--- config.mk ---
export PLATFORM = sky130hd
export DESIGN_NAME = ikstep_dp
export DESIGN_NICKNAME = d
export VERILOG_FILES = /design/src/design/ikstep_pkg.sv /design/src/design/ikstep_dp.sv
export SDC_FILE = /design/constraint.sdc
export NUM_CORES = 2
export LEC_CHECK = 0
export BUFFER_PORTS_ARGS = -buffer_cell sky130_fd_sc_hd__buf_2
export CELL_PAD_IN_SITES_DETAIL_PLACEMENT = 0
export CELL_PAD_IN_SITES_GLOBAL_PLACEMENT = 2
export CORE_UTILIZATION = 30
export DETAILED_ROUTE_END_ITERATION = 16
export GPL_TIMING_DRIVEN = 0
export PLACE_DENSITY = 0.67
export SLEW_MARGIN = 20
export SYNTH_ARGS = -nofsm -noshare
export SYNTH_HDL_FRONTEND = slang
export SYNTH_SLANG_ARGS = --single-unit
--- constraint.sdc ---
create_clock -name clk -period 18.7 [get_ports clk]
set_input_delay 2.805 -clock clk [delete_from_list [all_inputs] [get_ports clk]]
set_output_delay 2.805 -clock clk [all_outputs]
set_load 0.05 [all_outputs]
--- src/design/ikstep_pkg.sv ---
// Shared types, constants and helper functions of the two-link inverse-kinematics step unit.
package ikstep_pkg;

  localparam int IDX_W  = 5;

  localparam logic signed [23:0] PI_Q16      = 24'sd205887;
  localparam logic signed [23:0] HALF_PI_Q16 = 24'sd102944;
  localparam logic signed [23:0] TURN_Q16    = 24'sd411775;
  localparam logic signed [23:0] TWO_TURN    = 24'sd823550;
  localparam longint CORDIC_GAIN_Q30 = 652032875;

  // Configuration register indexes.
  localparam logic [2:0] REG_UPPER_LEN = 3'd0;
  localparam logic [2:0] REG_LOWER_LEN = 3'd1;
  localparam logic [2:0] REG_GOAL_X    = 3'd2;
  localparam logic [2:0] REG_GOAL_Y    = 3'd3;
  localparam logic [2:0] REG_GAIN      = 3'd4;
  localparam logic [2:0] REG_START_ONE = 3'd5;
  localparam logic [2:0] REG_START_TWO = 3'd6;

  // Steps of the shared multiplier sequence.
  localparam logic [IDX_W-1:0] MS_XA    = 5'd0;
  localparam logic [IDX_W-1:0] MS_XB    = 5'd1;
  localparam logic [IDX_W-1:0] MS_YA    = 5'd2;
  localparam logic [IDX_W-1:0] MS_YB    = 5'd3;
  localparam logic [IDX_W-1:0] MS_TIP   = 5'd4;
  localparam logic [IDX_W-1:0] MS_ERR   = 5'd5;
  localparam logic [IDX_W-1:0] MS_DET0  = 5'd6;
  localparam logic [IDX_W-1:0] MS_DET1  = 5'd7;
  localparam logic [IDX_W-1:0] MS_N1A   = 5'd8;
  localparam logic [IDX_W-1:0] MS_N1B   = 5'd9;
  localparam logic [IDX_W-1:0] MS_N2A   = 5'd10;
  localparam logic [IDX_W-1:0] MS_N2B   = 5'd11;
  localparam logic [IDX_W-1:0] MS_GAIN1 = 5'd12;
  localparam logic [IDX_W-1:0] MS_GAIN2 = 5'd13;
  localparam logic [IDX_W-1:0] DIV_TOP  = 5'd19;

  typedef enum logic [3:0] {
    OP_NONE, OP_LOAD, OP_CINIT, OP_CITER, OP_CFIN, OP_MUL,
    OP_DINIT, OP_DITER, OP_DFIN, OP_WRAP, OP_PUB
  } op_t;

  typedef struct packed {
    op_t              op;
    logic [IDX_W-1:0] idx;
  } cmd_t;

  typedef struct packed {
    logic singular;
  } status_t;

  function automatic longint arc_q30(input logic [IDX_W-1:0] i);
    case (i)
      5'd0:  return 843314857;
      5'd1:  return 497837830;
      5'd2:  return 263043837;
      5'd3:  return 133525159;
      5'd4:  return 67021687;
      5'd5:  return 33543515;
      5'd6:  return 16775851;
      5'd7:  return 8388437;
      5'd8:  return 4194283;
      5'd9:  return 2097149;
      5'd10: return 1048576;
      5'd11: return 524288;
      5'd12: return 262144;
      5'd13: return 131072;
      5'd14: return 65536;
      5'd15: return 32768;
      5'd16: return 16384;
      5'd17: return 8192;
      5'd18: return 4096;
      5'd19: return 2048;
      5'd20: return 1024;
      5'd21: return 512;
      5'd22: return 256;
      5'd23: return 128;
      default: return 0;
    endcase
  endfunction

  // Arctangent step rounded to the working fraction width.
  function automatic logic [31:0] arc_work(input logic [IDX_W-1:0] i, input int f);
    longint v;
    int sh;
    sh = 30 - f;
    v = (arc_q30(i) + (longint'(1) << (sh - 1))) >> sh;
    return v[31:0];
  endfunction

  // Maps an angle into one turn around zero; input lies within two and a half turns of zero.
  function automatic logic signed [18:0] wrap_angle(input logic signed [21:0] v);
    logic signed [23:0] m;
    m = 24'(v) + PI_Q16;
    if (m >= TWO_TURN)       m = m - TWO_TURN;
    else if (m >= TURN_Q16)  m = m - TURN_Q16;
    else if (m < -TURN_Q16)  m = m + TWO_TURN;
    else if (m < 24'sd0)     m = m + TURN_Q16;
    m = m - PI_Q16;
    return m[18:0];
  endfunction

endpackage

--- src/design/ikstep_dp.sv ---
// Datapath: configuration, joint angles, CORDIC unit, shared multiplier and divider lanes.
module ikstep_dp #(
  parameter int FRAC_BITS = 16
) (
  input  logic                clk,
  input  logic                rst,
  input  logic                cfg_write,
  input  logic [2:0]          cfg_index,
  input  logic [18:0]         cfg_data,
  input  logic                restart,
  input  ikstep_pkg::cmd_t    cmd,
  output ikstep_pkg::status_t status,
  output logic signed [18:0]  angle_one,
  output logic signed [18:0]  angle_two,
  output logic signed [19:0]  delta_one,
  output logic signed [19:0]  delta_two,
  output logic signed [18:0]  error_x,
  output logic signed [18:0]  error_y,
  output logic                singular
);
  import ikstep_pkg::*;

  localparam int F    = FRAC_BITS;
  localparam int WW   = F + 3;
  localparam int UP   = (F >= 16) ? F - 16 : 0;
  localparam int DN   = (F >= 16) ? 0 : 16 - F;
  localparam int RDN  = (2 ** DN) / 2;
  localparam int SHO  = (F >= 16) ? F - 16 : 0;
  localparam int RSHO = (2 ** SHO) / 2;
  localparam int UPO  = (F >= 16) ? 0 : 16 - F;
  localparam int GSH  = 30 - F;
  localparam longint XINIT = (CORDIC_GAIN_Q30 + (longint'(1) << (GSH - 1))) >> GSH;

  // Configuration registers.
  logic [15:0]        l1, l2, gain;
  logic signed [17:0] gx, gy;
  logic signed [18:0] st1, st2;

  // Joint angles.
  logic signed [18:0] a1, a2;

  // CORDIC unit.
  logic signed [WW-1:0] x, y, z;
  logic                 flip;
  logic signed [17:0]   c1, s1, c12, s12;
  logic signed [18:0]   a_pick, a_fold;
  logic                 fold_flip;
  logic signed [39:0]   z_shift, z_round;
  logic signed [WW-1:0] dx, dy, da;
  logic signed [17:0]   c_fin, s_fin;

  // Products and sums.
  logic signed [17:0] pxa, pxb, pya, pyb;
  logic signed [18:0] xh, yh, ex, ey;
  logic signed [39:0] det, n1, n2;
  logic signed [19:0] ma, mb;
  logic signed [39:0] prod, rnd16;
  logic signed [21:0] t1, t2;

  // Divider lanes.
  logic [57:0]        dabs, rem1, rem2, sub;
  logic [19:0]        q1, q2;
  logic               ovf1, ovf2, neg1, neg2;
  logic signed [19:0] d1, d2;
  logic [57:0]        num1, num2;

  function automatic logic signed [17:0] to_q16(input logic signed [WW-1:0] v,
                                                input logic neg);
    logic signed [39:0] e;
    logic signed [17:0] r;
    e = 40'(v);
    e = ((e + 40'(RSHO)) >>> SHO) <<< UPO;
    if (e > 40'sd65536)       r = 18'sd65536;
    else if (e < -40'sd65536) r = -18'sd65536;
    else                      r = e[17:0];
    return neg ? -r : r;
  endfunction

  function automatic logic signed [19:0] div_result(input logic [19:0] q, input logic ovf,
                                                    input logic neg);
    logic signed [20:0] nq;
    nq = -$signed({1'b0, q});
    if (ovf)                 return neg ? -20'sd524288 : 20'sd524287;
    else if (!neg)           return q[19] ? 20'sd524287 : $signed(q);
    else if (q > 20'd524288) return -20'sd524288;
    else                     return nq[19:0];
  endfunction

  function automatic logic [57:0] mag(input logic signed [39:0] v);
    logic [39:0] m;
    m = v[39] ? 40'(-v) : 40'(v);
    return 58'(m);
  endfunction

  assign status.singular = (det == '0);

  always_comb begin
    a_pick = cmd.idx[0] ? wrap_angle(22'(a1) + 22'(a2)) : a1;
    a_fold = a_pick;
    fold_flip = 1'b0;
    if (24'(a_pick) > HALF_PI_Q16) begin
      a_fold = 19'(24'(a_pick) - PI_Q16);
      fold_flip = 1'b1;
    end else if (24'(a_pick) < -HALF_PI_Q16) begin
      a_fold = 19'(24'(a_pick) + PI_Q16);
      fold_flip = 1'b1;
    end
    z_shift = 40'(a_fold) <<< UP;
    z_round = (z_shift + 40'(RDN)) >>> DN;
    dx = y >>> cmd.idx;
    dy = x >>> cmd.idx;
    da = $signed(WW'(arc_work(cmd.idx, F)));
    c_fin = to_q16(x, flip);
    s_fin = to_q16(y, flip);
  end

  // Operand selection for the shared multiplier.
  always_comb begin
    ma = '0;
    mb = '0;
    case (cmd.idx)
      MS_XA:    begin ma = $signed({4'b0, l1}); mb = 20'(c1);   end
      MS_XB:    begin ma = $signed({4'b0, l2}); mb = 20'(c12);  end
      MS_YA:    begin ma = $signed({4'b0, l1}); mb = 20'(s1);   end
      MS_YB:    begin ma = $signed({4'b0, l2}); mb = 20'(s12);  end
      MS_DET0:  begin ma = -20'(yh);            mb = 20'(pxb);  end
      MS_DET1:  begin ma = -20'(pyb);           mb = 20'(xh);   end
      MS_N1A:   begin ma = 20'(pxb);            mb = 20'(ex);   end
      MS_N1B:   begin ma = -20'(pyb);           mb = 20'(ey);   end
      MS_N2A:   begin ma = -20'(yh);            mb = 20'(ey);   end
      MS_N2B:   begin ma = 20'(xh);             mb = 20'(ex);   end
      MS_GAIN1: begin ma = $signed({4'b0, gain}); mb = d1;      end
      MS_GAIN2: begin ma = $signed({4'b0, gain}); mb = d2;      end
      default:  begin ma = '0; mb = '0; end
    endcase
    prod  = 40'(ma) * 40'(mb);
    rnd16 = (prod + 40'sd32768) >>> 16;
    sub   = dabs << cmd.idx;
    num1  = mag(n1) << 16;
    num2  = mag(n2) << 16;
  end

  always_ff @(posedge clk) begin
    if (rst) begin
      l1   <= 16'd6554;
      l2   <= 16'd6554;
      gx   <= 18'sd6554;
      gy   <= 18'sd9830;
      gain <= 16'd655;
      st1  <= '0;
      st2  <= '0;
      a1   <= '0;
      a2   <= '0;
    end else begin
      if (cfg_write) begin
        case (cfg_index)
          REG_UPPER_LEN: l1   <= cfg_data[15:0];
          REG_LOWER_LEN: l2   <= cfg_data[15:0];
          REG_GOAL_X:    gx   <= $signed(cfg_data[17:0]);
          REG_GOAL_Y:    gy   <= $signed(cfg_data[17:0]);
          REG_GAIN:      gain <= cfg_data[15:0];
          REG_START_ONE: st1  <= $signed(cfg_data);
          REG_START_TWO: st2  <= $signed(cfg_data);
          default: ;
        endcase
      end
      case (cmd.op)
        OP_LOAD: begin
          if (restart) begin
            a1 <= wrap_angle(22'(st1));
            a2 <= wrap_angle(22'(st2));
          end
        end
        OP_WRAP: begin
          a1 <= wrap_angle(t1);
          a2 <= wrap_angle(t2);
        end
        default: ;
      endcase
    end
  end

  always_ff @(posedge clk) begin
    case (cmd.op)
      OP_CINIT: begin
        x    <= WW'(XINIT);
        y    <= '0;
        z    <= WW'(z_round);
        flip <= fold_flip;
      end
      OP_CITER: begin
        if (!z[WW-1]) begin
          x <= x - dx; y <= y + dy; z <= z - da;
        end else begin
          x <= x + dx; y <= y - dy; z <= z + da;
        end
      end
      OP_CFIN: begin
        if (cmd.idx[0]) begin c12 <= c_fin; s12 <= s_fin; end
        else            begin c1  <= c_fin; s1  <= s_fin; end
      end
      OP_MUL: begin
        case (cmd.idx)
          MS_XA:    pxa <= rnd16[17:0];
          MS_XB:    pxb <= rnd16[17:0];
          MS_YA:    pya <= rnd16[17:0];
          MS_YB:    pyb <= rnd16[17:0];
          MS_TIP: begin
            xh <= 19'(pxa) + 19'(pxb);
            yh <= 19'(pya) + 19'(pyb);
          end
          MS_ERR: begin
            ex <= 19'(gx) - xh;
            ey <= 19'(gy) - yh;
          end
          MS_DET0:  det <= prod;
          MS_DET1:  det <= det - prod;
          MS_N1A:   n1  <= prod;
          MS_N1B:   n1  <= n1 - prod;
          MS_N2A:   n2  <= prod;
          MS_N2B:   n2  <= n2 - prod;
          MS_GAIN1: t1  <= 22'(a1) + rnd16[21:0];
          MS_GAIN2: t2  <= 22'(a2) + rnd16[21:0];
          default: ;
        endcase
      end
      OP_DINIT: begin
        dabs <= mag(det);
        rem1 <= num1;
        rem2 <= num2;
        ovf1 <= num1 >= (mag(det) << 20);
        ovf2 <= num2 >= (mag(det) << 20);
        neg1 <= n1[39] ^ det[39];
        neg2 <= n2[39] ^ det[39];
        q1   <= '0;
        q2   <= '0;
      end
      OP_DITER: begin
        if (rem1 >= sub) begin rem1 <= rem1 - sub; q1 <= {q1[18:0], 1'b1}; end
        else             q1 <= {q1[18:0], 1'b0};
        if (rem2 >= sub) begin rem2 <= rem2 - sub; q2 <= {q2[18:0], 1'b1}; end
        else             q2 <= {q2[18:0], 1'b0};
      end
      OP_DFIN: begin
        d1 <= div_result(q1, ovf1, neg1);
        d2 <= div_result(q2, ovf2, neg2);
      end
      OP_PUB: begin
        angle_one <= a1;
        angle_two <= a2;
        delta_one <= status.singular ? '0 : d1;
        delta_two <= status.singular ? '0 : d2;
        error_x   <= ex;
        error_y   <= ey;
        singular  <= status.singular;
      end
      default: ;
    endcase
  end

endmodule

==> metrics.cfg <==
[global_route]
grt_overflow=0
antenna_found_initial=36
grtUsageTotal_pct=24.86
grt_pass1_vias=80790
grt_max_degree=37
grt_pass1_wl_um=566400

[sta]
max_freq_mhz=55.36
period_share_pct=96.59
holdWs_ns=0.3766
finalSetupViolCount=0
period_minus_slack_ns=18.06
rsz0062_at_grt=false
maxSlewViolCount=0
max_slew_margin_pct=16.50
finClkSkew_ns=0.1089
tightest_slew_ns=1.242
hold_violations=0

[cells_and_area]
areaGrowthSynthToFinish_pct=12.63
drive_above_1_share_pct=7.012
finalNonFillerCells=15160
fin_nets=12100

[clocking]
clk_latency_ns=0.92
hold_buffers=0
cts_tree=built
cts_root_buf=clkbuf_16
clk_pin_slew_ns=0.07
htree_num_levels=3
cts_buffer_depth=4
cts-buffers-inserted=122
cts_num_sinks=959

[pwr]
power.density_nw_per_um2=91.32
seq_power_share_pct=26.7
p_clk_share_pct=26.4
p_leak_nw=41.54
power_frac_comb_pct=46.9
p_int_mw=5.577
swShare_pct=41.37
peakVddDrop_mv=0.07755
p_sw_mw=3.935

[place]
place_inst=14930
portBuffers=147
hpwl_um=325500
routabilityCongestion=0.9213

[synth]
dominantRegCellSynth=edfxtp_1
syn_inst=10600
synth_cell_type_count=120
yosys_warnings=0
ys_seq_area_share_pct=29.41
synth-edff-count=799
ys_ff_latch=959
syn_area_per_cell_um2=8.722
synthArstFlopShare_pct=0
netlist_area_um2=92470
syn_nets=11750

[route]
routedWlPerCell_um=25.95
drt-initial-drc-count=7700
top_layer=met5
wl_um=393400
final_antenna_net_count=0
met2WireLength_um=176000
wl_met3_um=23870
drt-met1-wl_um=183600
num_vias=82300
dr.pass1.iters=6
viasPerCell=5.428
drc_errors=0

[setup_path]
r2r-start=pyb[4]$_DFFE_PP_
cp.arrival_ns=18.62
startpoint_type=input pin
crit_top_cell=inv_1
crit_type=in2reg
endpoint_kind=flop
cp_slowest_cell=xnor2_1
cp.required_ns=19.25
critPathMaxStageDelay_ns=0.82
critical_path_peak_fanout=19
cp-startpoint=cmd[0]
reg2regPathDepth=42

[floorplan]
core_area_um2=306300
die_y_um=557.2
fp-row-count=203
start_util_pct=30.19
ios=153
die-area_um2=310500
die_w_um=557.2

[hold_path]
hold_start=ex[18]$_DFFE_PP_
min_path_cells=0
hold_class=reg2reg

[run]
maxCapViolCount=0

[status]
outcome=complete, no violations

synthesized netlist by cell type (168+ instances only):
cell,count,area (µm²)
xnor2_1,552,4835
fa_1,435,8708
a21oi_1,802,4014
nor3_1,216,1081
edfxtp_1,799,23990
ha_1,675,8446
a21o_1,184,1381
nor2_1,951,3570
nand2_1,1198,4497
nand3_1,168,840.8
inv_1,1001,3757
clkbuf_1,374,1404
o21ai_0,525,2628
xor2_1,245,2146
registers in the layout, indices dropped and copies added, names as in the netlist, 22 cells and up:
signal and cells:
n2 40, rem1 58, n1 40, t2 22, dabs 40, det 40, rem2 58, t1 22
layout make-up:
type	instances	area [µm²]
clock inverters	79	905.9
multi-input cells	8189	60350
diodes	8	20.02
flip-flops and latches	959	27200
fillers	32020	202200
inverters	1004	3772
plain buffers	442	1784
repair buffers	236	1783
clock buffers	144	3217
well taps	4100	5130
worst max-delay path: cells and delay by family:
| kind | cells | cell delay, ns |
|---|---|---|
| XOR/XNOR | 4 | 1.81 |
| adder cells (fa/ha/maj) | 10 | 4.81 |
| AND/OR/NAND/NOR | 8 | 1.52 |
| AO/OA/AOI/OAI | 10 | 4.00 |
| buffers and inverters | 15 | 3.56 |
cells by family after synthesis:
| logic type | share of synthesized area, % |
|---|---|
| AND/OR/NAND/NOR | 17.65 |
| multiplexers | 2.388 |
| buffers and inverters | 5.991 |
| adder cells (fa/ha/maj) | 18.58 |
| flip-flops | 29.41 |
| AO/OA/AOI/OAI | 18.39 |
| XOR/XNOR | 7.591 |
layer usage:
layer / GRT usage, % / up-vias
li1: - / 38090
met1: 35.34 / 41140
met2: 39.94 / 2652
met3: 3.031 / 408
met4: 5.670 / 6
met5: 0 / -
metrics by stage:
step	instance area [µm²]	setup TNS [ns]	util (%)	setup WS [ns]	power, mW
global placement	98340	-419.48	32.10	-3.813	6.802
floorplan	92470	0	-	2.766	5.480
global route	104100	0	34.00	0.01398	10.04
detailed placement	99790	-84.67	32.58	-2.575	6.960
finish	104200	0	34.00	0.6373	9.511
CTS	104000	0	33.95	0.2221	9.526
power groups by stage:
stage	combinational, mW	sequential (mW)	clock, mW
after floorplan	2.91	2.57	0
after global placement	4.21	2.59	0
after detailed placement	4.38	2.58	0
after CTS	4.43	2.54	2.56
after global routing	4.87	2.54	2.63
final	4.46	2.54	2.51
layout by cell type, fill, tap and decap left out, types with 33 or more instances in the layout:
cell	n
a211oi_1	103
a21boi_0	56
a21o_1	184
a21oi_1	796
a222oi_1	33
a22oi_1	76
a31oi_1	104
and2_1	163
and3_1	89
buf_1	44
buf_2	175
buf_4	37
clkbuf_1	358
clkbuf_16	123
dfxtp_1	160
edfxtp_1	799
fa_1	435
ha_1	674
inv_1	999
mux2i_1	98
mux4_2	44
nand2_1	1196
nand2b_1	126
nand3_1	163
nand3b_1	52
nand4_1	76
nor2_1	945
nor2b_1	114
nor3_1	209
nor4_1	59
o211ai_1	54
o21a_1	65
o21ai_0	523
o21bai_1	93
o22ai_1	41
o31ai_1	83
or2_2	54
or3_1	107
xnor2_1	524
xor2_1	232
final timing paths:
check                                             end  slack (ns)
worst min-delay path            error_x[18]$_DFFE_PN_        0.38
worst min register to register  error_x[18]$_DFFE_PN_        0.38
worst max-delay path                 t2[21]$_DFFE_PP_        0.64
worst max register to register      det[37]$_DFFE_PP_        4.35
what timing repair did:
item	4_1_cts	5_1_grt
buffers inserted	0	5
pin swaps	1	1
resized for setup	22	45
endpoints found under the setup margin	44	20
Note: power is estimated with default switching activity, not from simulation.
