File: src/design/ikstep_pkg.sv
// Shared types, constants and helper functions of the two-link inverse-kinematics step unit.
package ikstep_pkg;

  localparam int IDX_W  = 5;

  localparam logic signed [23:0] PI_Q16      = 24'sd205887;
  localparam logic signed [23:0] HALF_PI_Q16 = 24'sd102944;
  localparam logic signed [23:0] TURN_Q16    = 24'sd411775;
  localparam logic signed [23:0] TWO_TURN    = 24'sd823550;
  localparam longint CORDIC_GAIN_Q30 = 652032875;

  // Configuration register indexes.
  localparam logic [2:0] REG_UPPER_LEN = 3'd0;
  localparam logic [2:0] REG_LOWER_LEN = 3'd1;
  localparam logic [2:0] REG_GOAL_X    = 3'd2;
  localparam logic [2:0] REG_GOAL_Y    = 3'd3;
  localparam logic [2:0] REG_GAIN      = 3'd4;
  localparam logic [2:0] REG_START_ONE = 3'd5;
  localparam logic [2:0] REG_START_TWO = 3'd6;

  // Steps of the shared multiplier sequence.
  localparam logic [IDX_W-1:0] MS_XA    = 5'd0;
  localparam logic [IDX_W-1:0] MS_XB    = 5'd1;
  localparam logic [IDX_W-1:0] MS_YA    = 5'd2;
  localparam logic [IDX_W-1:0] MS_YB    = 5'd3;
  localparam logic [IDX_W-1:0] MS_TIP   = 5'd4;
  localparam logic [IDX_W-1:0] MS_ERR   = 5'd5;
  localparam logic [IDX_W-1:0] MS_DET0  = 5'd6;
  localparam logic [IDX_W-1:0] MS_DET1  = 5'd7;
  localparam logic [IDX_W-1:0] MS_N1A   = 5'd8;
  localparam logic [IDX_W-1:0] MS_N1B   = 5'd9;
  localparam logic [IDX_W-1:0] MS_N2A   = 5'd10;
  localparam logic [IDX_W-1:0] MS_N2B   = 5'd11;
  localparam logic [IDX_W-1:0] MS_GAIN1 = 5'd12;
  localparam logic [IDX_W-1:0] MS_GAIN2 = 5'd13;
  localparam logic [IDX_W-1:0] DIV_TOP  = 5'd19;

  typedef enum logic [3:0] {
    OP_NONE, OP_LOAD, OP_CINIT, OP_CITER, OP_CFIN, OP_MUL,
    OP_DINIT, OP_DITER, OP_DFIN, OP_WRAP, OP_PUB
  } op_t;

  typedef struct packed {
    op_t              op;
    logic [IDX_W-1:0] idx;
  } cmd_t;

  typedef struct packed {
    logic singular;
  } status_t;

  function automatic longint arc_q30(input logic [IDX_W-1:0] i);
    case (i)
      5'd0:  return 843314857;
      5'd1:  return 497837830;
      5'd2:  return 263043837;
      5'd3:  return 133525159;
      5'd4:  return 67021687;
      5'd5:  return 33543515;
      5'd6:  return 16775851;
      5'd7:  return 8388437;
      5'd8:  return 4194283;
      5'd9:  return 2097149;
      5'd10: return 1048576;
      5'd11: return 524288;
      5'd12: return 262144;
      5'd13: return 131072;
      5'd14: return 65536;
      5'd15: return 32768;
      5'd16: return 16384;
      5'd17: return 8192;
      5'd18: return 4096;
      5'd19: return 2048;
      5'd20: return 1024;
      5'd21: return 512;
      5'd22: return 256;
      5'd23: return 128;
      default: return 0;
    endcase
  endfunction

  // Arctangent step rounded to the working fraction width.
  function automatic logic [31:0] arc_work(input logic [IDX_W-1:0] i, input int f);
    longint v;
    int sh;
    sh = 30 - f;
    v = (arc_q30(i) + (longint'(1) << (sh - 1))) >> sh;
    return v[31:0];
  endfunction

  // Maps an angle into one turn around zero; input lies within two and a half turns of zero.
  function automatic logic signed [18:0] wrap_angle(input logic signed [21:0] v);
    logic signed [23:0] m;
    m = 24'(v) + PI_Q16;
    if (m >= TWO_TURN)       m = m - TWO_TURN;
    else if (m >= TURN_Q16)  m = m - TURN_Q16;
    else if (m < -TURN_Q16)  m = m + TWO_TURN;
    else if (m < 24'sd0)     m = m + TURN_Q16;
    m = m - PI_Q16;
    return m[18:0];
  endfunction

endpackage

File: src/design/ikstep_ctrl.sv
// Sequencer that steps the datapath through one inverse-kinematics iteration.
module ikstep_ctrl #(
  parameter int CORDIC_ITERATIONS = 16
) (
  input  logic                clk,
  input  logic                rst,
  input  logic                in_valid,
  output logic                in_stall,
  output logic                out_valid,
  input  logic                out_stall,
  input  ikstep_pkg::status_t status,
  output ikstep_pkg::cmd_t    cmd
);
  import ikstep_pkg::*;

  typedef enum logic [3:0] {
    S_IDLE, S_CINIT, S_CITER, S_CFIN, S_MUL, S_DINIT, S_DITER, S_DFIN,
    S_GAIN, S_WRAP, S_PUB
  } state_t;

  state_t           state;
  logic [IDX_W-1:0] cnt;
  logic             phase;
  logic             can_pub;

  assign in_stall = (state != S_IDLE);
  assign can_pub  = !out_valid || !out_stall;

  always_comb begin
    cmd.op  = OP_NONE;
    cmd.idx = cnt;
    case (state)
      S_IDLE:  cmd.op = in_valid ? OP_LOAD : OP_NONE;
      S_CINIT: begin cmd.op = OP_CINIT; cmd.idx = {{(IDX_W-1){1'b0}}, phase}; end
      S_CITER: cmd.op = OP_CITER;
      S_CFIN:  begin cmd.op = OP_CFIN; cmd.idx = {{(IDX_W-1){1'b0}}, phase}; end
      S_MUL:   cmd.op = OP_MUL;
      S_DINIT: cmd.op = OP_DINIT;
      S_DITER: cmd.op = OP_DITER;
      S_DFIN:  cmd.op = OP_DFIN;
      S_GAIN:  cmd.op = OP_MUL;
      S_WRAP:  cmd.op = OP_WRAP;
      S_PUB:   cmd.op = can_pub ? OP_PUB : OP_NONE;
      default: cmd.op = OP_NONE;
    endcase
  end

  always_ff @(posedge clk) begin
    if (rst) begin
      state     <= S_IDLE;
      cnt       <= '0;
      phase     <= 1'b0;
      out_valid <= 1'b0;
    end else begin
      if (state == S_PUB && can_pub) out_valid <= 1'b1;
      else if (!out_stall)           out_valid <= 1'b0;
      case (state)
        S_IDLE: begin
          if (in_valid) begin
            state <= S_CINIT;
            phase <= 1'b0;
          end
        end
        S_CINIT: begin
          state <= S_CITER;
          cnt   <= '0;
        end
        S_CITER: begin
          if (cnt == IDX_W'(CORDIC_ITERATIONS - 1)) state <= S_CFIN;
          else cnt <= cnt + 1'b1;
        end
        S_CFIN: begin
          if (!phase) begin
            phase <= 1'b1;
            state <= S_CINIT;
          end else begin
            state <= S_MUL;
            cnt   <= MS_XA;
          end
        end
        S_MUL: begin
          // A zero determinant skips the solve and leaves the angles alone.
          if (cnt == MS_N2B) state <= status.singular ? S_PUB : S_DINIT;
          else cnt <= cnt + 1'b1;
        end
        S_DINIT: begin
          state <= S_DITER;
          cnt   <= DIV_TOP;
        end
        S_DITER: begin
          if (cnt == '0) state <= S_DFIN;
          else cnt <= cnt - 1'b1;
        end
        S_DFIN: begin
          state <= S_GAIN;
          cnt   <= MS_GAIN1;
        end
        S_GAIN: begin
          if (cnt == MS_GAIN2) state <= S_WRAP;
          else cnt <= cnt + 1'b1;
        end
        S_WRAP: state <= S_PUB;
        S_PUB: begin
          if (can_pub) state <= S_IDLE;
        end
        default: state <= S_IDLE;
      endcase
    end
  end

endmodule

File: config.mk
export PLATFORM = sky130hd
export DESIGN_NAME = ikstep_ctrl
export DESIGN_NICKNAME = d
export VERILOG_FILES = /design/src/design/ikstep_pkg.sv /design/src/design/ikstep_ctrl.sv
export SDC_FILE = /design/constraint.sdc
export NUM_CORES = 1
export LEC_CHECK = 0
export ABC_AREA = 1
export BUFFER_PORTS_ARGS = -buffer_cell sky130_fd_sc_hd__buf_2
export CAP_MARGIN = 20
export CORE_ASPECT_RATIO = 1.75
export CORE_MARGIN = 2
export CORE_UTILIZATION = 25
export CTS_CLUSTER_SIZE = 8
export DETAILED_ROUTE_END_ITERATION = 10
export PLACE_DENSITY = 0.52
export RECOVER_POWER = 50
export SYNTH_ARGS = -nofsm -noshare
export SYNTH_HDL_FRONTEND = slang
export SYNTH_SLANG_ARGS = --single-unit
File: constraint.sdc
create_clock -name clk -period 3.95 [get_ports clk]
set_clock_uncertainty 0.2 [all_clocks]
set_input_delay 0.5925 -clock clk [delete_from_list [all_inputs] [get_ports clk]]
set_output_delay 0.5925 -clock clk [all_outputs]
set_load 0.02 [all_outputs]
==> results.py, run 1 <==
metrics = {
    "outcome": {
        "status": "finished, final reports clean",
    },
    "run": {
        "drv_cap": 0,
    },
    "synth": {
        "ys_types": 29,
        "ys_top_cells_by_area": "dfxtp_1, nand2_1, nor2_1, inv_1, nor2_2",
        "netlist.area_leader.share_pct": 22.6,
        "synth_cells": 161,
        "yosys.area.top_type": "dfxtp_1",
        "syn_area_per_cell_sq_um": 6.05,
        "ys_seq_elements": 11,
        "synthArstFlopShare_pct": 0,
        "syn_area_sq_um": 975,
        "synth-seq-area-share_pct": 22.6,
        "yosys_most_used_dff": "dfxtp_1",
        "synth_nets": 168,
        "synth_edf_count": 0,
        "synth-warning-count": 0,
    },
    "cells_and_area": {
        "multiInputGateArea_sq_um": 631,
        "syn2layout_area_growth_pct": 15.7,
        "n_fill_cell": 456,
        "n_antenna_cell": 0,
        "fin_nets": 188,
        "final_cell_count_no_fill": 228,
        "final_layout_size_suffix_gt1_share_pct": 20.0,
        "seqCellArea_sq_um": 220,
    },
    "timing": {
        "fin_crit_ns": 2.64,
        "finalCritPeriodShare_pct": 66.9,
        "achievable-frequency_ghz": 0.379,
        "setup_viol": 0,
        "maxSlewHeadroom_pct": 59.9,
        "hold_viol": 0,
        "maxSlewViolCount": 0,
        "hold_ws_ns": 0.325,
        "rsz0062_at_grt": "false",
        "timing.final.ws_setup_ns": 1.31,
        "fin_setup_tns_ns": 0,
        "tightest_slew_ns": 0.597,
    },
    "setup_path": {
        "critPathLaunchType": "flip-flop",
        "r2r_cells": 14,
        "crit_type": "flip-flop to output pin",
        "crit_required_ns": 3.16,
        "cp_data_arrival_time_ns": 1.85,
        "worst-path-max-fanout": 8,
        "end_kind": "output pin",
    },
    "placed_design": {
        "dp.cells": 224,
        "hpwl_um": 2630,
        "io_buffer_count": 15,
        "place_ws_ns": 1.74,
        "globalplace.congestion": 0.933,
    },
    "global_routing": {
        "grt_pass1_vias": 1126,
        "grt_antenna_before_repair": 0,
        "grt_pass1_wl_um": 4880,
        "grt_overflow": 0,
        "grt_max_degree": 9,
        "gr-usage-all-layers_pct": 15.2,
    },
    "pwr": {
        "p_per_area_nw_per_um2": 844,
        "peakVddDrop_uv": 286,
        "p_total_mw": 0.952,
        "p_leak_nw": 0.548,
    },
    "clock_tree": {
        "cts_buffers": 3,
        "cts_setup_buffers": 0,
        "clkTransAtPathRegs_ns": 0.06,
        "ctsLongestPathBuffers": 2,
        "clock_sinks": 11,
        "cts.repair.resized": 0,
        "holdBufCountCts": 0,
        "cts-root-buf": "clkbuf_8",
        "clkLatencyLatePin_ns": 0.25,
        "cts_tree": "done",
        "htreeDepth": 1,
    },
    "die": {
        "fp.dieH_um": 86.6,
        "chipWidth_um": 51.2,
        "top_level_ports": 16,
        "initial_core_util_pct": 25.7,
        "coreArea_sq_um": 3790,
        "std_cell_rows": 30,
        "die_area_sq_um": 4430,
    },
    "min_path": {
        "hold_class": "flip-flop to flip-flop",
        "hold_depth": 2,
    },
    "routing": {
        "drt-total-wl_um": 3210,
        "route.detailed.drc": 0,
        "vias_per_cell": 4.99,
        "vias": 1138,
        "drt_iter0_drc": 26,
        "ant_nets": 0,
        "drt-wirelength-per-cell_um": 14.1,
        "drtPass1Iterations": 4,
    },
}
final cells by class:
| cell class | count | area share [%] |
|---|---|---|
| Multi-Input combinational cell | 124 | 55.9 |
| Sequential cell | 11 | 19.5 |
| Inverter | 26 | 8.77 |
| Timing Repair Buffer | 15 | 6.44 |
| Tap cell | 48 | 5.33 |
| Clock buffer | 4 | 4.00 |
sequential cells by signal (all words and copies together), names as in the netlist:
register and flops:
phase 1, state 4, cnt 5, out_valid 1
cells in the mapped netlist (2+ instances only):
cell type,number
nand2_1,37
nor2_1,20
inv_1,18
dfxtp_1,11
a21oi_1,10
nor2_2,10
o21ai_0,10
nand3_1,8
inv_2,7
nand4_1,7
ha_1,2
nand2_2,2
nand2_4,2
nand3b_1,2
power breakdown:
part	internal, mW	switching [mW]
registers	0.150	0.0599
logic	0.199	0.419
clock network	0.0714	0.0528
through the flow:
stage / cell area, sq um / util [%]
after global routing: 1130 / 29.7
after detailed placement: 1110 / 29.3
after global placement: 1110 / 29.3
final: 1130 / 29.7
after CTS: 1150 / 30.5
after floorplan: 975 / -
worst max-delay path, cell delays in order, from the launching register on:
cell	delay [ns]
dfxtp_1	0.36
nor2_1	0.35
nand2_1	0.32
nand3_2	0.21
nor2_1	0.10
nand3b_1	0.09
buf_2	0.17
placed cells by master, fill, tap and decap left out, types with 2 or more instances in the layout:
cell type,n
clkbuf_1,3
buf_2,13
ha_1,2
dfxtp_1,11
inv_1,18
clkbuf_8,3
o21ai_0,10
nand4_1,7
nand2_2,2
nor2_2,5
nand3b_1,2
nand3_1,8
nand2_1,38
a21oi_1,10
nor2_1,25
inv_2,7
logic make-up (layout without fill, tap and decap cells):
| group | Yosys count | after routing | share of synthesized area [%] |
|---|---|---|---|
| flops | 11 | 11 | 22.6 |
| simple gates | 93 | 93 | 47.2 |
| buf+inv | 26 | 45 | 10.1 |
| compound gates | 28 | 28 | 16.6 |
| fa+ha+maj | 2 | 2 | 2.57 |
| xor+xnor | 1 | 1 | 0.899 |
routing by layer:
| metal | track usage, % | up-vias | part of all wire [%] | wire length [um] |
|---|---|---|---|---|
| met5 | 0 | - | 0 | 0 |
| met3 | 2.41 | 14 | 3.9 | 125 |
| li1 | - | 565 | - | - |
| met4 | 12.3 | 0 | 6.4 | 206 |
| met2 | 30.3 | 36 | 55 | 1770 |
| met1 | 11.8 | 523 | 34 | 1110 |
worst paths after layout:
kind / from / to / slack, ns
worst max register to register: state[1]$_SDFFE_PP0P_ / cnt[4]$_SDFFE_PP0P_ / 1.49
worst max-delay path: state[1]$_SDFFE_PP0P_ / cmd[5] / 1.31
worst min-delay path: phase$_SDFFE_PP0P_ / phase$_SDFFE_PP0P_ / 0.32
worst min register to register: phase$_SDFFE_PP0P_ / phase$_SDFFE_PP0P_ / 0.32
Power figures use the tool's default switching activity.
==> inputs of run 2 (changes only) <==
--- a/config.mk
+++ b/config.mk
@@ -13,7 +13,7 @@
 export CORE_UTILIZATION = 25
 export CTS_CLUSTER_SIZE = 8
 export DETAILED_ROUTE_END_ITERATION = 10
-export PLACE_DENSITY = 0.52
+export PLACE_DENSITY = 0.53
 export RECOVER_POWER = 50
 export SYNTH_ARGS = -nofsm -noshare
 export SYNTH_HDL_FRONTEND = slang
==> constraint.sdc (replaced) <==
create_clock -name clk -period 2.2 [get_ports clk]
set_clock_uncertainty 0.2 [all_clocks]
set_input_delay 0.33 -clock clk [delete_from_list [all_inputs] [get_ports clk]]
set_output_delay 0.33 -clock clk [all_outputs]
set_load 0.02 [all_outputs]
==> run 2 against run 1 <==
Against the previous run:
- register-to-register slack worse by 1.3 ns
- largest cell class unchanged
- setup slack worse by 1.2 ns
- utilization is 2.7 points higher
- critical path type unchanged
- via count is 1.1% higher
- non-clock buffer count is 4 higher
==> results.py, run 2 (same netlist as run 1, synthesis figures left out) <==
metrics = {
    "outcome": {
        "status": "finished, final reports clean",
    },
    "clock_tree": {
        "clkLatencyLatePin_ns": 0.26,
        "htreeDepth": 1,
        "cts_buffers": 3,
        "cts_tree": "done",
        "cts-root-buf": "clkbuf_8",
        "ctsLongestPathBuffers": 2,
        "clock_sinks": 11,
        "clkTransAtPathRegs_ns": 0.05,
        "holdBufCountCts": 0,
    },
    "placed_design": {
        "io_buffer_count": 15,
        "globalplace.congestion": 0.912,
        "hpwl_um": 2720,
        "place_ws_ns": 0.00452,
    },
    "cells_and_area": {
        "multiInputGateArea_sq_um": 691,
        "n_antenna_cell": 0,
        "seqCellArea_sq_um": 233,
        "final_common_cell": "nand2_1",
        "mostFrequentLayoutCells": "nand2_1, nor2_1, inv_1",
        "top_register": "cnt",
        "largest_reg_flops": 5,
        "fin_nets": 192,
        "finish.utilization_pct": 32.5,
        "final_layout_size_suffix_gt1_share_pct": 28.8,
        "n_fill_cell": 438,
        "largest_registers": "cnt x5, state x4",
        "syn2layout_area_growth_pct": 26.3,
    },
    "timing": {
        "tightest_slew_ns": 0.359,
        "fin_crit_ns": 2.12,
        "timing.final.ws_setup_ns": 0.0795,
        "setup_viol": 0,
        "hold_viol": 0,
        "finalCritPeriodShare_pct": 96.4,
        "achievable-frequency_ghz": 0.472,
        "maxSlewViolCount": 0,
        "maxSlewHeadroom_pct": 75.9,
    },
    "setup_path": {
        "crit_type": "flip-flop to output pin",
        "critPathBufInv": 2,
        "critPathLaunchType": "flip-flop",
        "crit_required_ns": 1.67,
        "worst-path-max-fanout": 4,
        "crit_chain": "inv_1 > nand2_1 > nor2_2 > nor2_1 > nand4_1 > buf_2",
        "path_delay_family": "simple AND/OR/NAND/NOR gates",
        "cp_data_arrival_time_ns": 1.59,
        "cpPeakStageDelay_ns": 0.42,
        "end_kind": "output pin",
        "crit_path_top_delay_cell": "dfxtp_2",
    },
    "die": {
        "fp.dieH_um": 86.6,
        "die_area_sq_um": 4430,
        "std_cell_rows": 30,
        "coreArea_sq_um": 3790,
        "top_level_ports": 16,
        "initial_core_util_pct": 25.7,
        "chipWidth_um": 51.2,
    },
    "pwr": {
        "pwr-share-comb_pct": 66.1,
        "p_leak_nw": 0.588,
        "peakVddDrop_uv": 481,
        "p_seq_share_pct": 21.9,
        "swShare_pct": 54.9,
        "p_per_area_nw_per_um2": 1490,
        "p_switching_mw": 1.01,
        "p_int_mw": 0.828,
        "pwr-share-clk_pct": 12.0,
    },
    "routing": {
        "route.detailed.drc": 0,
        "drtPass1Iterations": 4,
        "drt-total-wl_um": 3290,
        "drt-wirelength-per-cell_um": 14.2,
        "vias": 1151,
        "vias_per_cell": 4.96,
        "drt_iter0_drc": 10,
        "ant_nets": 0,
    },
    "global_routing": {
        "grt_pass1_wl_um": 5250,
        "grt_pass1_vias": 1148,
        "grt_antenna_before_repair": 0,
        "grt_max_degree": 9,
        "grt_overflow": 0,
        "gr-usage-all-layers_pct": 16.4,
    },
    "run": {
        "drv_cap": 0,
    },
    "min_path": {
        "hold_class": "input port to flip-flop",
    },
}
run 2: changes by cell type in the layout (fill, tap and decap cells not counted), moves of 2 or more:
cell	change
dfxtp_4	+3
dfxtp_1	-4
nor2_4	+4
nor2_2	+2
nor2_1	-6
nand2_4	+2
buf_4	+4
run 2: through the flow:
stage | hold slack [ns] | std cells | total power, mW | cell area (sq um) | setup TNS [ns]
final | 0.129 | 232 | 1.83 | 1230 | 0
after global routing | 0.132 | 232 | 2.00 | 1230 | -0.0113
after CTS | 0.127 | 231 | 1.78 | 1180 | -0.00688
after detailed placement | 0.313 | 227 | 1.55 | 1130 | 0
after global placement | 0.304 | 227 | 1.56 | 1130 | 0
after floorplan | 0.199 | 161 | 1.21 | 975 | 0
run 2: area by class of cell:
| class | count | share of cell area (%) |
|---|---|---|
| multi-input combinational | 124 | 56.1 |
| inverter | 26 | 8.03 |
| clock buffer | 4 | 3.66 |
| sequential | 11 | 18.9 |
| timing repair buffer | 19 | 8.43 |
| tap | 48 | 4.88 |
run 2: power by group through the flow:
| stage | sequential (mW) | clock [mW] | combinational [mW] |
|---|---|---|---|
| 2_1_floorplan | 0.343 | 0 | 0.864 |
| 3_3_place_gp | 0.389 | 0 | 1.17 |
| 3_5_place_dp | 0.385 | 0 | 1.17 |
| 4_1_cts | 0.382 | 0.223 | 1.17 |
| 5_1_grt | 0.412 | 0.235 | 1.36 |
| 6_report | 0.402 | 0.220 | 1.21 |
run 2: metal layers:
metal	GRT usage [%]	share of wire (%)	vias to the layer above
li1	-	-	583
met1	15.5	36	524
met2	30.1	54	29
met3	1.90	2.9	15
met4	13.5	6.6	0
met5	0	0	-
run 2: worst paths after layout:
| kind | startpoint | end | depth (start not counted) | slack [ns] |
|---|---|---|---|---|
| setup reg to reg | state[1]$_SDFFE_PP0P_ | cnt[4]$_SDFFE_PP0P_ | 14 | 0.19 |
| hold reg to reg | phase$_SDFFE_PP0P_ | phase$_SDFFE_PP0P_ | 2 | 0.31 |
| setup / recovery | state[0]$_SDFFE_PP0P_ | cmd[7] | 6 | 0.08 |
| hold / removal | rst | state[0]$_SDFFE_PP0P_ | 2 | 0.13 |
run 2: what timing repair did:
action / 4_1_cts / 5_1_grt
pin swaps: 0 / 1
gates resized for setup: 0 / 15
setup endpoints to repair: 1 / 4
buffers inserted: 0 / 1
==> inputs of run 3 (changes only) <==
--- a/config.mk
+++ b/config.mk
@@ -5,16 +5,18 @@
 export SDC_FILE = /design/constraint.sdc
 export NUM_CORES = 1
 export LEC_CHECK = 0
-export ABC_AREA = 1
 export BUFFER_PORTS_ARGS = -buffer_cell sky130_fd_sc_hd__buf_2
 export CAP_MARGIN = 20
+export CELL_PAD_IN_SITES_DETAIL_PLACEMENT = 1
+export CELL_PAD_IN_SITES_GLOBAL_PLACEMENT = 1
 export CORE_ASPECT_RATIO = 1.75
 export CORE_MARGIN = 2
 export CORE_UTILIZATION = 25
 export CTS_CLUSTER_SIZE = 8
 export DETAILED_ROUTE_END_ITERATION = 10
-export PLACE_DENSITY = 0.53
+export PLACE_DENSITY = 0.65
 export RECOVER_POWER = 50
+export SETUP_SLACK_MARGIN = 0.15
 export SYNTH_ARGS = -nofsm -noshare
 export SYNTH_HDL_FRONTEND = slang
 export SYNTH_SLANG_ARGS = --single-unit
==> run 3 against run 2 <==
Against the previous run:
- the run now ends with setup timing left
- critical path depth fell by 1
- sequential power fell by 41%
- clock power fell by 3%
- routed wire length rose by 28%
- clock-buffer cell count did not move
- non-clock buffer count rose by 27
- via count rose by 11%
- design area rose by 29%
- die area rose by 9.5%
- hold slack improved by 0.092 ns
- cell count rose by 1.3%
- sequential share of layout area fell by 4.4 points
- critical endpoint is now state[3]$_SDFFE_PP0P_
- largest cell class unchanged
==> results.py, run 3 <==
metrics = {
    "global_routing": {
        "grt_max_degree": 17,
        "grt_overflow": 0,
        "met3_usage_pct": 1.99,
        "top_usage_layer": "met2",
        "grt.met2_usage_pct": 33.8,
        "grt_antenna_before_repair": 0,
        "grt_pass1_vias": 1305,
        "grt_pass1_wl_um": 6380,
        "gr-usage-all-layers_pct": 17.8,
        "grt.met1_usage_pct": 17.9,
    },
    "die": {
        "fp.dieH_um": 90.7,
        "chipWidth_um": 53.5,
        "top_level_ports": 16,
        "coreArea_sq_um": 4150,
        "die_area_sq_um": 4850,
        "std_cell_rows": 31,
        "initial_core_util_pct": 25.9,
    },
    "cells_and_area": {
        "top_register": "cnt",
        "final_common_cell": "buf_4",
        "syn2layout_area_growth_pct": 48.3,
        "mostFrequentLayoutCells": "buf_4, nor2_1, nand2_1",
        "fin_nets": 194,
        "final_cell_count_no_fill": 235,
        "fin_area_sq_um": 1590,
        "largest_registers": "cnt x5, state x4",
        "final_layout_size_suffix_gt1_share_pct": 44.1,
        "n_antenna_cell": 0,
        "largest_reg_flops": 5,
    },
    "pwr": {
        "p_switching_mw": 0.418,
        "p_int_mw": 0.596,
        "pwr-share-comb_pct": 55.4,
        "p_leak_nw": 0.633,
        "p_seq_share_pct": 23.6,
        "pwr-share-clk_pct": 21.0,
        "p_per_area_nw_per_um2": 637,
        "peakVddDrop_uv": 522,
        "swShare_pct": 41.2,
        "p_total_mw": 1.01,
    },
    "synth": {
        "yosys_most_used_dff": "dfxtp_1",
        "synthArstFlopShare_pct": 0,
        "netlist.area_leader.share_pct": 20.5,
        "ys_top_cells_by_area": "dfxtp_1, nor2_1, nor2b_1, nand2_1, mux2i_1",
        "synthXorXnorAreaFrac_pct": 4.90,
        "yosys-top-cells-count": "nor2_1, nand2_1, dfxtp_1",
        "syn_area_per_cell_sq_um": 7.35,
        "synthAdderAreaFrac_pct": 2.33,
        "synth-simple-area-share_pct": 33.2,
        "synth-seq-area-share_pct": 20.5,
        "synth_top_family_by_area": "simple AND/OR/NAND/NOR gates",
        "synth_cells": 146,
        "synth_nets": 153,
        "synth-warning-count": 0,
        "synth_compound_area_share_pct": 28.6,
        "ys_seq_elements": 11,
        "yosysMostFrequentCell": "nor2_1",
        "yosys.area.top_type": "dfxtp_1",
        "syn_area_sq_um": 1070,
        "synth_edf_count": 0,
        "ys_types": 49,
        "synth_mux_area_share_pct": 5.71,
    },
    "clock_tree": {
        "holdBufCountCts": 0,
        "cts-root-buf": "clkbuf_8",
        "htreeDepth": 1,
        "clkTransAtPathRegs_ns": 0.05,
        "clock_sinks": 11,
        "ctsLongestPathBuffers": 2,
        "clkLatencyLatePin_ns": 0.24,
        "cts_buffers": 3,
        "cts_tree": "done",
    },
    "placed_design": {
        "hpwl_um": 3180,
        "place_area_sq_um": 1360,
        "place_ws_ns": -0.153,
        "io_buffer_count": 15,
        "dp.cells": 220,
        "globalplace.congestion": 0.857,
    },
    "timing": {
        "timing.final.ws_setup_ns": -0.00539,
        "rsz0062_at_grt": "true",
        "tightest_slew_ns": 0.326,
        "maxSlewViolCount": 0,
        "hold_viol": 0,
        "maxSlewHeadroom_pct": 77.9,
        "finalCritPeriodShare_pct": 100,
        "fin_crit_ns": 2.21,
        "setup_viol": 1,
        "achievable-frequency_ghz": 0.453,
    },
    "setup_path": {
        "crit_chain": "or4b_4 > a211oi_4 > nor3_2 > a311o_1 > o41ai_2",
        "r2r_cells": 5,
        "cpPeakStageDelay_ns": 0.51,
        "cp_data_arrival_time_ns": 2.14,
        "crit_type": "flip-flop to flip-flop",
        "end_kind": "flip-flop",
        "worst-path-max-fanout": 6,
        "critPathLaunchType": "flip-flop",
        "crit_path_top_delay_cell": "or4b_4",
        "crit_required_ns": 2.14,
    },
    "outcome": {
        "status": "finished, violations left",
        "violations": "setup timing",
    },
    "routing": {
        "vias_per_cell": 5.43,
        "drtPass1Iterations": 4,
        "drt_iter0_drc": 27,
        "vias": 1276,
        "ant_nets": 0,
        "drt-wirelength-per-cell_um": 17.9,
        "route.detailed.drc": 0,
        "drt-total-wl_um": 4200,
    },
    "run": {
        "drv_cap": 0,
    },
    "min_path": {
        "hold_class": "input port to flip-flop",
        "hold_depth": 3,
    },
}
## run 3: per-layer routing
| layer | part of all wire [%] | vias to the layer above |
|---|---|---|
| met5 | 0 | - |
| met4 | 4.2 | 0 |
| met3 | 1.8 | 17 |
| met2 | 57 | 26 |
| met1 | 37 | 627 |
| li1 | - | 606 |
## run 3: power by group through the flow
stage	Combinational (mW)	Clock [mW]	Sequential [mW]
2_1_floorplan	0.346	0	0.231
3_3_place_gp	0.473	0	0.238
3_5_place_dp	0.493	0	0.239
4_1_cts	0.547	0.220	0.238
5_1_grt	0.604	0.223	0.240
6_report	0.562	0.213	0.239
## run 3: worst max-delay path, delay by kind of cell (launching register included)
kind / cells / cell delay, ns
AO/OA/AOI/OAI: 3 / 0.93
AND/OR/NAND/NOR: 2 / 0.59
flip-flops: 1 / 0.38
## run 3: cell families (layout without fill, tap and decap cells)
group / Yosys count / count (layout)
AOI/OAI and AO/OA: 41 / 41
xor gates and xnor gates: 6 / 6
adders and majority gates: 2 / 2
buffers and inverters: 12 / 52
DFF: 11 / 11
muxes: 6 / 6
and+or+nand+nor: 68 / 68
## run 3: stage by stage
step | utilization, % | hold WS, ns | setup TNS (ns)
floorplan | - | 0.317 | 0
finish | 38.3 | 0.221 | -0.00539
detailed placement | 32.7 | 0.341 | -0.510
CTS | 36.8 | 0.215 | -0.163
global route | 38.3 | 0.233 | -0.321
global placement | 32.7 | 0.317 | -0.227
## run 3: final timing paths
kind	from	endpoint	slack [ns]
setup reg to reg	state[1]$_SDFFE_PP0P_	state[3]$_SDFFE_PP0P_	-0.005
hold / removal	out_stall	out_valid$_SDFFE_PP0P_	0.22
hold reg to reg	out_valid$_SDFFE_PP0P_	out_valid$_SDFFE_PP0P_	0.36
setup / recovery	state[1]$_SDFFE_PP0P_	state[3]$_SDFFE_PP0P_	-0.005
## run 3: final cells by class
class | instances | area (sq um)
inverter | 2 | 7.51
sequential | 11 | 230
clock buffer | 4 | 45.0
timing repair buffer | 46 | 330
tap | 49 | 61.3
fill | 514 | 2560
multi-input combinational | 123 | 917
## run 3: repair_timing
action	4_1_cts	5_1_grt
buffers inserted	6	5
setup endpoints to repair	13	13
resized for setup	21	8
pin swaps	12	8
